**config.mk**
```make
export PLATFORM = sky130hd
export DESIGN_NAME = uri_percent_decode_check
export DESIGN_NICKNAME = d
export VERILOG_FILES = /design/src/rtl/urichk_pkg.sv /design/src/rtl/uri_percent_decode_check.sv /design/src/rtl/urichk_front.sv /design/src/rtl/urichk_back.sv
export SDC_FILE = /design/constraint.sdc
export NUM_CORES = 1
export LEC_CHECK = 0
export ABC_AREA = 0
export BUFFER_PORTS_ARGS = -buffer_cell sky130_fd_sc_hd__buf_2
export CORE_MARGIN = 2
export CORE_UTILIZATION = 55
export CTS_CLUSTER_DIAMETER = 80
export CTS_CLUSTER_SIZE = 24
export DETAILED_ROUTE_END_ITERATION = 6
export PLACE_DENSITY = 0.74
export SLEW_MARGIN = 20
export SYNTH_ARGS = -nofsm -noshare
export SYNTH_HDL_FRONTEND = slang
export SYNTH_SLANG_ARGS = --single-unit
```
**constraint.sdc**
```tcl
create_clock -name i_clk -period 5.2 [get_ports i_clk]
set_clock_uncertainty 0.1 [all_clocks]
set_input_delay 0 -clock i_clk [delete_from_list [all_inputs] [get_ports i_clk]]
set_output_delay 0 -clock i_clk [all_outputs]
set_load 0.005 [all_outputs]
```
**src/rtl/urichk_pkg.sv**
```systemverilog
package urichk_pkg;

    localparam logic [7:0] CH_PERCENT = 8'h25;
    localparam logic [7:0] CH_PLUS    = 8'h2B;
    localparam logic [7:0] CH_SPACE   = 8'h20;
    localparam logic [7:0] CH_SLASH   = 8'h2F;
    localparam logic [7:0] CH_DOT     = 8'h2E;
    localparam logic [7:0] CH_QUERY   = 8'h3F;

    // Depth of each of the two internal queues.
    localparam int unsigned QUEUE_DEPTH = 2;

    typedef enum logic [1:0] {
        ESC_PLAIN = 2'd0,
        ESC_HIGH  = 2'd1,
        ESC_LOW   = 2'd2
    } t_esc;

    // One classified input byte, handed from the front to the back.
    typedef struct packed {
        logic [7:0] dec_byte;
        logic       have;
        logic       bad;
        logic       open_esc;
        logic       last;
    } t_token;

    // One finished result.
    typedef struct packed {
        logic [7:0] out_byte;
        logic       out_valid;
        logic       done_res;
        logic       accepted;
    } t_result;

    // Bit 4 is set for a hex digit; bits 3:0 carry its value.
    function automatic logic [4:0] hex_digit(input logic [7:0] c);
        logic [4:0] r;
        r = 5'd0;
        if (c inside {[8'h30 : 8'h39]}) begin
            r = {1'b1, c[3:0]};
        end else if (c inside {[8'h41 : 8'h46], [8'h61 : 8'h66]}) begin
            r = {1'b1, c[3:0] + 4'd9};
        end
        return r;
    endfunction

endpackage

```
**src/rtl/uri_percent_decode_check.sv**
```systemverilog
// Channel   Direction  Handshake         Payload
// input     in         push / full       i_in_byte, i_in_last
// result    out        pop / empty       o_out_byte, o_out_valid, o_done_res, o_accepted
//
// One byte is taken per clock cycle while full is low; each transfer in yields exactly one result.
// A byte passes through the token queue and then the result queue before its result can be popped.
// Both two-entry queues keep full rate while the result side pops every cycle.
// Reset is synchronous and active low; it empties both queues and the URI state.
// A stall on pop fills the result queue, then the token queue, then raises full.

module uri_percent_decode_check (
    input  logic       i_clk,
    input  logic       i_rst_n,
    input  logic       push,
    output logic       full,
    input  logic [7:0] i_in_byte,
    input  logic       i_in_last,
    output logic       empty,
    input  logic       pop,
    output logic [7:0] o_out_byte,
    output logic       o_out_valid,
    output logic       o_done_res,
    output logic       o_accepted
);

    // The front decodes percent escapes and plus signs into tokens; the
    // back applies the path rules and gives the verdict on the last byte.
    urichk_pkg::t_token  tok;
    urichk_pkg::t_result res;
    logic                tok_empty;
    logic                tok_pop;

    urichk_front u_front (
        .i_clk       (i_clk),
        .i_rst_n     (i_rst_n),
        .i_push      (push),
        .i_in_byte   (i_in_byte),
        .i_in_last   (i_in_last),
        .o_full      (full),
        .i_tok_pop   (tok_pop),
        .o_tok_empty (tok_empty),
        .o_tok       (tok)
    );

    urichk_back u_back (
        .i_clk       (i_clk),
        .i_rst_n     (i_rst_n),
        .i_tok_empty (tok_empty),
        .i_tok       (tok),
        .o_tok_pop   (tok_pop),
        .i_pop       (pop),
        .o_empty     (empty),
        .o_res       (res)
    );

    // The result fields come straight from the head of the result queue.
    assign o_out_byte  = res.out_byte;
    assign o_out_valid = res.out_valid;
    assign o_done_res  = res.done_res;
    assign o_accepted  = res.accepted;

    // After reset both queues are empty, so nothing is shown and input is open.
    a_reset_clears: assert property (@(posedge i_clk)
        !i_rst_n |=> (empty && !full))
        else $error("queues not empty after reset");

    // A verdict of accepted only appears on the result of the last byte.
    a_accept_on_done: assert property (@(posedge i_clk) disable iff (!i_rst_n)
        (!empty && o_accepted) |-> o_done_res)
        else $error("accepted without done");

    // A result that carries no decoded byte shows a zero byte.
    a_byte_zero: assert property (@(posedge i_clk) disable iff (!i_rst_n)
        (!empty && !o_out_valid) |-> (o_out_byte == 8'd0))
        else $error("byte not zero without valid");

    // Input stalls only when the front queue holds tokens it cannot pass on.
    a_full_backed: assert property (@(posedge i_clk) disable iff (!i_rst_n)
        full |-> !tok_empty)
        else $error("full with empty token queue");

endmodule

```
**src/rtl/urichk_front.sv**
```systemverilog
module urichk_front (
    input  logic               i_clk,
    input  logic               i_rst_n,
    input  logic               i_push,
    input  logic [7:0]         i_in_byte,
    input  logic               i_in_last,
    output logic               o_full,
    input  logic               i_tok_pop,
    output logic               o_tok_empty,
    output urichk_pkg::t_token o_tok
);

    urichk_pkg::t_esc   r_phase, n_phase;
    logic [3:0]         r_high, n_high;
    logic               r_bad, n_bad;

    urichk_pkg::t_token r_q [urichk_pkg::QUEUE_DEPTH];
    logic               r_wr_ptr;
    logic               r_rd_ptr;
    logic [1:0]         r_cnt;

    urichk_pkg::t_token tok;
    logic [4:0]         hex;
    logic               take;

    assign o_full      = (r_cnt == 2'(urichk_pkg::QUEUE_DEPTH));
    assign o_tok_empty = (r_cnt == 2'd0);
    assign o_tok       = r_q[r_rd_ptr];
    assign take        = i_push && !o_full;
    assign hex         = urichk_pkg::hex_digit(i_in_byte);

    // Escape tracking and classification of the incoming byte.
    always_comb begin
        n_phase      = r_phase;
        n_high       = r_high;
        n_bad        = r_bad;
        tok.dec_byte = 8'd0;
        tok.have     = 1'b0;
        tok.bad      = r_bad;
        tok.last     = i_in_last;
        if (!r_bad) begin
            case (r_phase)
                urichk_pkg::ESC_HIGH: begin
                    if (hex[4]) begin
                        n_high  = hex[3:0];
                        n_phase = urichk_pkg::ESC_LOW;
                    end else begin
                        n_bad = 1'b1;
                    end
                end
                urichk_pkg::ESC_LOW: begin
                    if (hex[4]) begin
                        tok.dec_byte = {r_high, hex[3:0]};
                        tok.have     = 1'b1;
                        n_phase      = urichk_pkg::ESC_PLAIN;
                    end else begin
                        n_bad = 1'b1;
                    end
                end
                default: begin
                    n_phase = urichk_pkg::ESC_PLAIN;
                    if (i_in_byte == urichk_pkg::CH_PERCENT) begin
                        n_phase = urichk_pkg::ESC_HIGH;
                    end else if (i_in_byte == urichk_pkg::CH_PLUS) begin
                        tok.dec_byte = urichk_pkg::CH_SPACE;
                        tok.have     = 1'b1;
                    end else begin
                        tok.dec_byte = i_in_byte;
                        tok.have     = 1'b1;
                    end
                end
            endcase
        end
        tok.bad      = n_bad;
        tok.open_esc = (n_phase != urichk_pkg::ESC_PLAIN);
        if (i_in_last) begin
            n_phase = urichk_pkg::ESC_PLAIN;
            n_high  = 4'd0;
            n_bad   = 1'b0;
        end
    end

    always_ff @(posedge i_clk) begin
        if (!i_rst_n) begin
            r_phase  <= urichk_pkg::ESC_PLAIN;
            r_high   <= 4'd0;
            r_bad    <= 1'b0;
            r_wr_ptr <= 1'b0;
            r_rd_ptr <= 1'b0;
            r_cnt    <= 2'd0;
        end else begin
            if (take) begin
                r_phase  <= n_phase;
                r_high   <= n_high;
                r_bad    <= n_bad;
                r_wr_ptr <= ~r_wr_ptr;
            end
            if (i_tok_pop && !o_tok_empty) begin
                r_rd_ptr <= ~r_rd_ptr;
            end
            r_cnt <= r_cnt + 2'(take) - 2'(i_tok_pop && !o_tok_empty);
        end
    end

    always_ff @(posedge i_clk) begin
        if (take) begin
            r_q[r_wr_ptr] <= tok;
        end
    end

endmodule

```
**src/rtl/urichk_back.sv**
```systemverilog
module urichk_back (
    input  logic                i_clk,
    input  logic                i_rst_n,
    input  logic                i_tok_empty,
    input  urichk_pkg::t_token  i_tok,
    output logic                o_tok_pop,
    input  logic                i_pop,
    output logic                o_empty,
    output urichk_pkg::t_result o_res
);

    logic                r_any, n_any;
    logic                r_prev_dot, n_prev_dot;
    logic                r_query, n_query;
    logic                r_rej, n_rej;

    urichk_pkg::t_result r_q [urichk_pkg::QUEUE_DEPTH];
    logic                r_wr_ptr;
    logic                r_rd_ptr;
    logic [1:0]          r_cnt;

    urichk_pkg::t_result res;
    logic                full;
    logic                deq;

    assign full      = (r_cnt == 2'(urichk_pkg::QUEUE_DEPTH));
    assign o_empty   = (r_cnt == 2'd0);
    assign o_res     = r_q[r_rd_ptr];
    assign o_tok_pop = !i_tok_empty && !full;
    assign deq       = i_pop && !o_empty;

    // Path checks on the decoded stream and the verdict on the last byte.
    always_comb begin
        n_any         = r_any;
        n_prev_dot    = r_prev_dot;
        n_query       = r_query;
        n_rej         = r_rej;
        res.out_byte  = 8'd0;
        res.out_valid = 1'b0;
        res.done_res  = i_tok.last;
        res.accepted  = 1'b0;
        if (!r_rej) begin
            if (i_tok.bad) begin
                n_rej = 1'b1;
            end else if (i_tok.have) begin
                if (!r_any && i_tok.dec_byte != urichk_pkg::CH_SLASH) begin
                    n_rej = 1'b1;
                end else if (i_tok.dec_byte == urichk_pkg::CH_DOT && r_prev_dot
                             && !r_query) begin
                    n_rej = 1'b1;
                end else begin
                    res.out_byte  = i_tok.dec_byte;
                    res.out_valid = 1'b1;
                    n_any         = 1'b1;
                    n_prev_dot    = (i_tok.dec_byte == urichk_pkg::CH_DOT);
                    if (i_tok.dec_byte == urichk_pkg::CH_QUERY) begin
                        n_query = 1'b1;
                    end
                end
            end
        end
        if (i_tok.last) begin
            res.accepted = !(n_rej || i_tok.open_esc || !n_any);
            n_any        = 1'b0;
            n_prev_dot   = 1'b0;
            n_query      = 1'b0;
            n_rej        = 1'b0;
        end
    end

    always_ff @(posedge i_clk) begin
        if (!i_rst_n) begin
            r_any      <= 1'b0;
            r_prev_dot <= 1'b0;
            r_query    <= 1'b0;
            r_rej      <= 1'b0;
            r_wr_ptr   <= 1'b0;
            r_rd_ptr   <= 1'b0;
            r_cnt      <= 2'd0;
        end else begin
            if (o_tok_pop) begin
                r_any      <= n_any;
                r_prev_dot <= n_prev_dot;
                r_query    <= n_query;
                r_rej      <= n_rej;
                r_wr_ptr   <= ~r_wr_ptr;
            end
            if (deq) begin
                r_rd_ptr <= ~r_rd_ptr;
            end
            r_cnt <= r_cnt + 2'(o_tok_pop) - 2'(deq);
        end
    end

    always_ff @(posedge i_clk) begin
        if (o_tok_pop) begin
            r_q[r_wr_ptr] <= res;
        end
    end

endmodule
```
==> results.tsv, run 1 <==
stage	metric	value	unit
status	run status	finished, final reports clean	
yosys	syn_nets	317	
detailed_routing	final wirelength	5960	um
setup_path	CP Class	reg2reg	
power	Max IR drop VDD	195	uV
sta	post-route clock period utilization	52.6	%
clock_tree	clk sink count	67	
clock_tree	clk buf depth	2	
yosys	number of synthesized flops with an enable pin	46	
grt	initial antenna violation count	0	
sta	unrepaired setup endpoints after global routing	no	
flow_run	Max-cap violations	0	
cells_and_area	final net count	349	
clock_tree	clk slew on worst S/H paths	60	ps
setup_path	Arrival @ worst endpoint	2760	ps
yosys	ys async rst share	0	%
grt	first-pass GRT wire length	9590	um
grt	vias in the first global route	2119	
sta	pins over their slew limit	0	
clock_tree	Clk Latency, worst-skew pair	340	ps
yosys	most frequent cell after synthesis	edfxtp_1	
die	core area	0.00589	mm^2
power	Power Density	436	mW/mm^2
yosys	FF+latch count, synth	67	
yosys	Synth top area share	41.6	%
yosys	Main synth FF type	edfxtp_1	
cells_and_area	Post-Layout Inst Area	0.00374	mm^2
detailed_routing	residual DRC count	0	
detailed_routing	number of routed nets with antenna violations	0	
sta	final hold violation count	0	
die	Die ar.	0.00667	mm^2
clock_tree	CTS tree	yes	
die	overall die height	81.7	um
detailed_routing	vias post-DR	2304	
setup_path	CP endpoint kind	flop	
yosys	sequential area share after synthesis	54.3	%
setup_path	Req. time, crit path	5220	ps
yosys	Netlist cell types	52	
yosys	Mapped Cells	294	
grt	pin count of the biggest net entering global routing	22	
clock_tree	CTS root buf	clkbuf_8	
clock_tree	Post-CTS Setup Bufs	0	
sta	# setup viols final	0	
detailed_routing	Avg WL per Cell	14.7	um
placed_design	Port-buffer cells	25	
setup_path	crit-path max FO	18	
clock_tree	CTS buffer count	9	
sta	measured slew at the worst slew-check pin	1050	ps
clock_tree	post_cts resized	0	
yosys	top post-synthesis cells by area	edfxtp_1 42%, dfxtp_1 13%, mux2_2 4.4%	
cells_and_area	Reg area	0.00180	mm^2
cells_and_area	ant diodes	0	
die	IO Pins	26	
grt	GR Overflow Total	0	
die	Die X	81.7	um
yosys	Post-synth top cells	46 x edfxtp_1, 32 x nor2_1, 21 x dfxtp_1	
power	leak pwr	1.40	nW
yosys	Mapped Area	0.00332	mm^2
sta	Period minus WS final	2740	ps
yosys	synth warn	0	
detailed_routing	vias per cell	5.67	
detailed_routing	first-pass detailed-route iteration total	5	
cells_and_area	# fillers	477	
die	initial cell density of the core	56.4	%
sta	Slew HR	29.4	%
yosys	Synth area leader	edfxtp_1	
cells_and_area	share of cells above drive strength 1	16.3	%
grt	Global Route Usage Sum	19.7	%
yosys	Post-Syn Area per Cell	11.3	um^2
placed_design	GPL Wtd Cong	0.928	
placed_design	Post-DP Area	0.00350	mm^2
sta	achievable clock frequency	0.366	GHz
cells_and_area	Area Growth Syn to Fin	12.6	%
sta	TNS Setup	0	ps
setup_path	Critical Path Start Type	flop	
placed_design	Final HPWL DP	4290	um
cells_and_area	Multi-input gate area	0.00141	mm^2
hold_path	HP Class	in2reg	
detailed_routing	Initial DRC Count	127	
die	num rows	28	
clock_tree	CTS H-Tree Depth	3	
## power by group
group	internal (W)	total [W]	switching, W	leakage, nW
clock network	0.000233	0.000408	0.000176	0.0951
logic	0.000221	0.000451	0.000230	0.702
registers	0.000700	0.000771	0.0000715	0.601
## area by class of cell
type | count | share of cell area, %
clock buffer | 13 | 3.98
timing repair buffer | 30 | 4.69
inverter | 19 | 1.91
multi-input combinational | 199 | 37.7
tap | 75 | 2.51
sequential | 67 | 48.2
clock inverter | 3 | 1.04
## sequential cells by signal, indices dropped and copies added, names as in the netlist, named ones only
name	cells
u_back.r_any	1
u_back.r_cnt	2
u_back.r_prev_dot	1
u_back.r_q	22
u_back.r_query	1
u_back.r_rd_ptr	1
u_back.r_rej	1
u_back.r_wr_ptr	1
u_front.r_bad	1
u_front.r_cnt	2
u_front.r_high	4
u_front.r_phase	2
u_front.r_q	24
u_front.r_rd_ptr	1
u_front.r_wr_ptr	1
## per-layer routing
metal  global-route usage, %  vias to the layer above  share of wire [%]  wire length [um]
li1                        -                     1147                  -                 -
met1                    22.5                     1087                 43              2550
met2                    33.7                       60                 51              3050
met3                    5.16                       10                4.3               254
met4                    10.5                        0                1.6                98
met5                       0                        -                  0                 0
## path summary, 6_finish.rpt
check	to	startpoint	slack, ps	cells past startpoint
setup / recovery	u_back.r_q[1][0]	flop	2460	5
hold / removal	u_front.r_q[1][11]	i_in_byte[7]	40	3
setup reg to reg	u_back.r_q[1][0]	flop	2460	5
hold reg to reg	u_front.r_high[0]	u_front.r_high[0]	360	1
## what timing repair did
action,in CTS,in global routing
hold buffers,5,0
endpoints found under the setup margin,0,0
endpoints found under the hold margin,21,0
## critical path, stage by stage, from the launching register on
cell	delay, ps
dfxtp_1	810
nand2_1	180
or4b_1	610
a211oi_1	430
a21oi_1	140
nor4_1	260
## cells in the final DEF (no fill, tap or decap), drive strengths merged, types with 3 or more instances in the layout
| master | instances |
|---|---|
| a21o | 4 |
| a21oi | 18 |
| a31oi | 3 |
| a32oi | 6 |
| and2 | 9 |
| and3 | 3 |
| buf | 25 |
| clkbuf | 13 |
| dfxtp | 21 |
| dlygate4sd3 | 5 |
| edfxtp | 46 |
| ha | 10 |
| inv | 19 |
| mux2 | 13 |
| mux2i | 11 |
| nand2 | 9 |
| nand2b | 6 |
| nand3 | 6 |
| nand3b | 3 |
| nand4 | 3 |
| nor2 | 32 |
| nor2b | 8 |
| nor3 | 3 |
| o21a | 4 |
| o21ai | 9 |
| o21bai | 3 |
| o2bb2ai | 3 |
| xnor2 | 6 |
## cell families after synthesis
group / Yosys count / share of synthesized area (%)
and+or+nand+nor: 95 / 15.8
DFF: 67 / 54.3
AOI/OAI and AO/OA: 64 / 13.5
buffers and inverters: 28 / 3.32
muxes: 24 / 7.73
adders and majority gates: 10 / 3.77
xor gates and xnor gates: 6 / 1.58
## metrics by stage
stage / instances / util [%] / hold slack [ps] / total power, W / setup WS [ps]
floorplan: 294 / - / -1.13 / 0.00111 / 3150
detailed placement: 385 / 59.5 / 185 / 0.00123 / 2540
global route: 406 / 63.5 / 48.5 / 0.00173 / 2280
CTS: 406 / 63.5 / 15.2 / 0.00165 / 2490
finish: 406 / 63.5 / 39.6 / 0.00163 / 2460
global placement: 385 / 59.5 / 181 / 0.00122 / 2620
No activity file was read; power rests on OpenSTA's default activity.
==> run 2, diff against run 1 <==
- CORE_UTILIZATION: 55 -> 54
- PLACE_DENSITY: 0.74 -> 0.76
- clock period: 5.2 -> 2.5 ns (I/O delays scaled with it)
==> results.tsv, run 2 (synthesis gave the netlist of run 1 again) <==
stage	metric	value	unit
grt	Global Route Usage Sum	19.6	%
grt	pin count of the biggest net entering global routing	22	
grt	first-pass GRT wire length	9740	um
detailed_routing	final wirelength	6110	um
cells_and_area	most frequent cells in the layout	46 x edfxtp_1, 32 x nor2_1, 25 x buf_2	
sta	# setup viols final	0	
placed_design	Final HPWL DP	4490	um
detailed_routing	Avg WL per Cell	14.9	um
sta	achievable clock frequency	0.447	GHz
power	switching pwr	0.00100	W
power	Power Density	915	mW/mm^2
clock_tree	CTS tree	yes	
sta	measured slew at the worst slew-check pin	528	ps
placed_design	Post-DP Area	0.00355	mm^2
placed_design	GPL Wtd Cong	0.952	
detailed_routing	met3 wire length	242	um
sta	unrepaired setup endpoints after global routing	no	
die	overall die height	82.4	um
setup_path	Req. time, crit path	2460	ps
clock_tree	post_cts resized	0	
detailed_routing	Initial DRC Count	75	
die	Die ar.	0.00679	mm^2
cells_and_area	Largest regs	u_front.r_q (24), u_back.r_q (22), u_front.r_high (4)	
setup_path	Arrival @ worst endpoint	2200	ps
cells_and_area	share of cells above drive strength 1	18.2	%
setup_path	Worst R2R End	u_back.r_q[0][4]	
clock_tree	Post-CTS Setup Bufs	0	
setup_path	CP endpoint kind	flop	
detailed_routing	vias post-DR	2327	
sta	Period minus WS final	2240	ps
hold_path	Worst Hold Path EP	u_front.r_high[0]	
clock_tree	CTS H-Tree Depth	3	
cells_and_area	# fillers	474	
detailed_routing	residual DRC count	0	
power	leak pwr	1.42	nW
detailed_routing	vias per cell	5.66	
clock_tree	clk slew on worst S/H paths	60	ps
clock_tree	clk sink count	67	
detailed_routing	M1 WL	2710	um
die	initial cell density of the core	56.1	%
cells_and_area	commonest non-fill, non-tap cell in the layout	edfxtp_1	
detailed_routing	first-pass detailed-route iteration total	4	
grt	GR Overflow Total	0	
cells_and_area	Final Util	63.7	%
setup_path	Critical Path Start Type	flop	
setup_path	Worst path top cell family by delay	simple AND/OR/NAND/NOR gates	
sta	Hold WS	25.6	ps
clock_tree	Clk Latency, worst-skew pair	330	ps
setup_path	CP Class	reg2reg	
hold_path	HP Start	i_in_byte[0]	
clock_tree	CTS Hold Buffers Added	3	
die	core area	0.00592	mm^2
setup_path	flop2flop setup slack	260	ps
setup_path	crit-path max FO	8	
cells_and_area	final net count	354	
setup_path	CP max stage cell	or4b_1	
sta	Slew HR	64.8	%
sta	final hold violation count	0	
cells_and_area	Most flops, register	u_front.r_q	
power	Net Sw Frac	29.1	%
hold_path	HP Class	in2reg	
power	Clock power frac	24.6	%
setup_path	R2R depth	5	
sta	post-route clock period utilization	89.5	%
detailed_routing	highest routed layer	met4	
grt	initial antenna violation count	0	
die	num rows	28	
cells_and_area	Post-Layout Inst Area	0.00377	mm^2
flow_run	Max-cap violations	0	
setup_path	worst path buffer plus inverter count	0	
clock_tree	CTS root buf	clkbuf_8	
setup_path	Max stage delay on crit path	570	ps
power	Power, Total	0.00345	W
sta	TNS Setup	0	ps
power	Reg power frac	45.4	%
power	Internal	0.00244	W
setup_path	CP cell instances	nand2_1, or4b_1, a21o_1, a32oi_4, nor2_1	
clock_tree	clk buf depth	2	
cells_and_area	Area Growth Syn to Fin	13.6	%
status	run status	finished, final reports clean	
clock_tree	CTS buffer count	9	
detailed_routing	number of routed nets with antenna violations	0	
placed_design	Port-buffer cells	25	
sta	pins over their slew limit	0	
cells_and_area	ant diodes	0	
power	Max IR drop VDD	452	uV
grt	vias in the first global route	2128	
power	logic gate share of total power	30.0	%
cells_and_area	max reg flops	24	
die	IO Pins	26	
hold_path	WHS Path Cells	4	
die	Die X	82.4	um
detailed_routing	routed wl met2	3030	um
## run 2: power groups by stage
stage	clock network, W	logic (W)	registers [W]
6_report	0.000848	0.00103	0.00157
5_1_grt	0.000919	0.00117	0.00160
4_1_cts	0.000866	0.00104	0.00157
3_5_place_dp	0	0.00103	0.00159
3_3_place_gp	0	0.00101	0.00158
2_1_floorplan	0	0.000767	0.00153
## run 2: cell type report
| class | count | area, um^2 | share of cell area, % |
|---|---|---|---|
| clock buffers | 13 | 149 | 3.95 |
| repair buffers | 35 | 208 | 5.51 |
| inverters | 19 | 71.3 | 1.89 |
| well taps | 75 | 93.8 | 2.49 |
| multi-input cells | 199 | 1410 | 37.3 |
| flip-flops and latches | 67 | 1800 | 47.8 |
| clock inverters | 3 | 38.8 | 1.03 |
## run 2: worst register-to-register path, stage by stage (launching register included)
cell	delay (ps)
dfxtp_1	460
nand2_1	100
or4b_1	570
a21o_1	240
a32oi_4	380
nor2_1	120
## run 2: worst max path at each step
stage,slack [ps],end,cells after the start
after floorplan,450,u_back.r_q[0][10],6
after global placement,320,u_back.r_q[0][9],5
after detailed placement,270,u_back.r_q[0][6],5
after CTS,280,u_back.r_q[1][3],5
after global routing,110,u_back.r_q[1][0],5
final,260,u_back.r_q[0][4],5
## run 2: per-layer routing
metal	vias up	track usage [%]
met5	-	0
met1	1089	22.7
met3	11	6.30
met4	0	9.33
met2	67	32.8
li1	1160	-
## run 2: per-stage QoR
stage	std cells	setup slack, ps
finish	411	264
global route	411	114
CTS	411	275
detailed placement	392	266
global placement	392	323
floorplan	294	449
==> run 3, diff against run 2 <==
- GPL_TIMING_DRIVEN: default -> 0
- SETUP_SLACK_MARGIN: default -> 0.3
==> results.tsv, run 3 (synthesis gave the netlist of run 1 again) <==
stage	metric	value	unit
status	run status	finished, final reports clean	
power	Reg power frac	45.9	%
die	IO Pins	26	
flow_run	Max-cap violations	0	
sta	post-route clock period utilization	86.0	%
setup_path	CP Class	reg2reg	
die	core area	0.00592	mm^2
cells_and_area	share of cells above drive strength 1	20.8	%
die	Die ar.	0.00679	mm^2
grt	vias in the first global route	2215	
setup_path	Max stage delay on crit path	520	ps
setup_path	crit-path max FO	9	
power	leak pwr	1.43	nW
sta	TNS Setup	0	ps
sta	Period minus WS final	2150	ps
placed_design	GPL Wtd Cong	0.917	
setup_path	Worst path top cell family by delay	simple AND/OR/NAND/NOR gates	
detailed_routing	final wirelength	6230	um
setup_path	flop2flop setup slack	350	ps
detailed_routing	residual DRC count	0	
clock_tree	CTS buffer count	9	
power	Internal	0.00232	W
setup_path	Critical Path Start Type	flop	
cells_and_area	ant diodes	0	
grt	initial antenna violation count	0	
cells_and_area	max reg flops	24	
detailed_routing	number of routed nets with antenna violations	0	
detailed_routing	first-pass detailed-route iteration total	4	
die	num rows	28	
die	initial cell density of the core	56.1	%
clock_tree	CTS root buf	clkbuf_8	
setup_path	Worst R2R End	u_back.r_q[0][3]	
cells_and_area	Area Growth Syn to Fin	15.3	%
placed_design	Final HPWL DP	4560	um
sta	pins over their slew limit	0	
setup_path	worst path buffer plus inverter count	2	
power	Net Sw Frac	30.7	%
power	switching pwr	0.00103	W
grt	pin count of the biggest net entering global routing	14	
placed_design	Port-buffer cells	24	
sta	Hold WS	16.0	ps
sta	unrepaired setup endpoints after global routing	yes	
sta	# setup viols final	0	
grt	GR Overflow Total	0	
grt	Global Route Usage Sum	20.5	%
die	Die X	82.4	um
cells_and_area	most frequent cells in the layout	46 x edfxtp_1, 29 x nor2_1, 25 x buf_2	
clock_tree	CTS tree	yes	
power	Power Density	876	mW/mm^2
detailed_routing	vias post-DR	2332	
clock_tree	Clk Latency, worst-skew pair	340	ps
setup_path	CP endpoint kind	flop	
setup_path	Worst path depth	7	
power	Power, Total	0.00336	W
cells_and_area	final net count	359	
grt	first-pass GRT wire length	10100	um
clock_tree	clk sink count	67	
setup_path	crit path to	u_back.r_q[0][3]	
hold_path	HP Class	in2reg	
clock_tree	CTS H-Tree Depth	3	
sta	final hold violation count	0	
setup_path	CP cell instances	buf_6, nand2b_4, or4b_4, a21o_1, a32oi_4, buf_12, nor2_1	
power	Clock power frac	22.6	%
power	Max IR drop VDD	510	uV
setup_path	Req. time, crit path	2460	ps
setup_path	CP max stage cell	or4b_4	
cells_and_area	Most flops, register	u_front.r_q	
cells_and_area	Largest regs	u_front.r_q (24), u_back.r_q (22), u_front.r_high (4)	
setup_path	R2R depth	7	
detailed_routing	Avg WL per Cell	15.0	um
cells_and_area	# fillers	473	
die	overall die height	82.4	um
sta	achievable clock frequency	0.465	GHz
cells_and_area	commonest non-fill, non-tap cell in the layout	edfxtp_1	
power	logic gate share of total power	31.5	%
detailed_routing	vias per cell	5.61	
sta	Slew HR	34.6	%
sta	measured slew at the worst slew-check pin	977	ps
detailed_routing	Initial DRC Count	123	
setup_path	Arrival @ worst endpoint	2110	ps
clock_tree	clk buf depth	2	
clock_tree	clk slew on worst S/H paths	70	ps
run 3: changes by cell type in the layout (fill, tap and decap cells not counted), moves of 2 or more:
cell and change:
clkbuf_1 +4, a211oi_1 -2, nor2_1 -3, buf_4 -5, a211oi_2 +2, clkinvlp_4 +2
nor2_2 +2
run 3: through the flow:
step	setup WS (ps)	util, %	std cells	cell area [um^2]
floorplan	449	-	294	3320
global placement	220	59.7	393	3530
detailed placement	186	59.7	393	3530
CTS	306	63.5	413	3760
global route	287	64.7	416	3830
finish	350	64.7	416	3830
run 3: how the worst min path moves through the flow:
stage,to,slack (ps),start,depth (start not counted)
final,u_front.r_q[1][11],20,i_in_byte[7],3
after global routing,u_front.r_high[1],2,i_rst_n,3
after CTS,u_front.r_q[0][10],8,i_in_byte[6],3
after detailed placement,u_front.r_q[1][0],190,i_in_last,1
after global placement,u_front.r_q[0][0],180,i_in_last,1
after floorplan,u_front.r_q[0][0],-1,i_in_last,0
run 3: power by group through the flow:
stage / Clock, W / Sequential (W) / Combinational, W
6_report: 0.000758 / 0.00154 / 0.00106
5_1_grt: 0.000834 / 0.00157 / 0.00119
4_1_cts: 0.000775 / 0.00154 / 0.00105
3_5_place_dp: 0 / 0.00156 / 0.00103
3_3_place_gp: 0 / 0.00155 / 0.000997
2_1_floorplan: 0 / 0.00153 / 0.000767
run 3: worst reg2reg max path, stage by stage, from the launching register on:
cell	delay [ps]
dfxtp_1	310
buf_6	130
nand2b_4	150
or4b_4	520
a21o_1	240
a32oi_4	220
buf_12	160
nor2_1	60
run 3: cell type report:
class	instances	area, um^2	area share, %
inverter	19	71.3	1.86
clock buffer	11	141	3.69
sequential	67	1800	47.1
clock inverter	5	28.8	0.752
tap	75	93.8	2.45
multi-input combinational	199	1450	37.9
timing repair buffer	31	195	5.10
buffer	9	43.8	1.14
run 3: per-layer routing:
metal,share of wire [%],GRT usage [%]
met2,52,35.0
met1,41,23.9
met4,1.4,9.83
met5,0,0
met3,5.0,5.22
run 3: timing repair:
item / 4_1_cts / 5_1_grt
endpoints found under the setup margin: 17 / 29
pin swaps: 2 / 0
buffers inserted: 0 / 3
endpoints found under the hold margin: 7 / 0
resized for setup: 4 / 9
hold buffers: 4 / 0
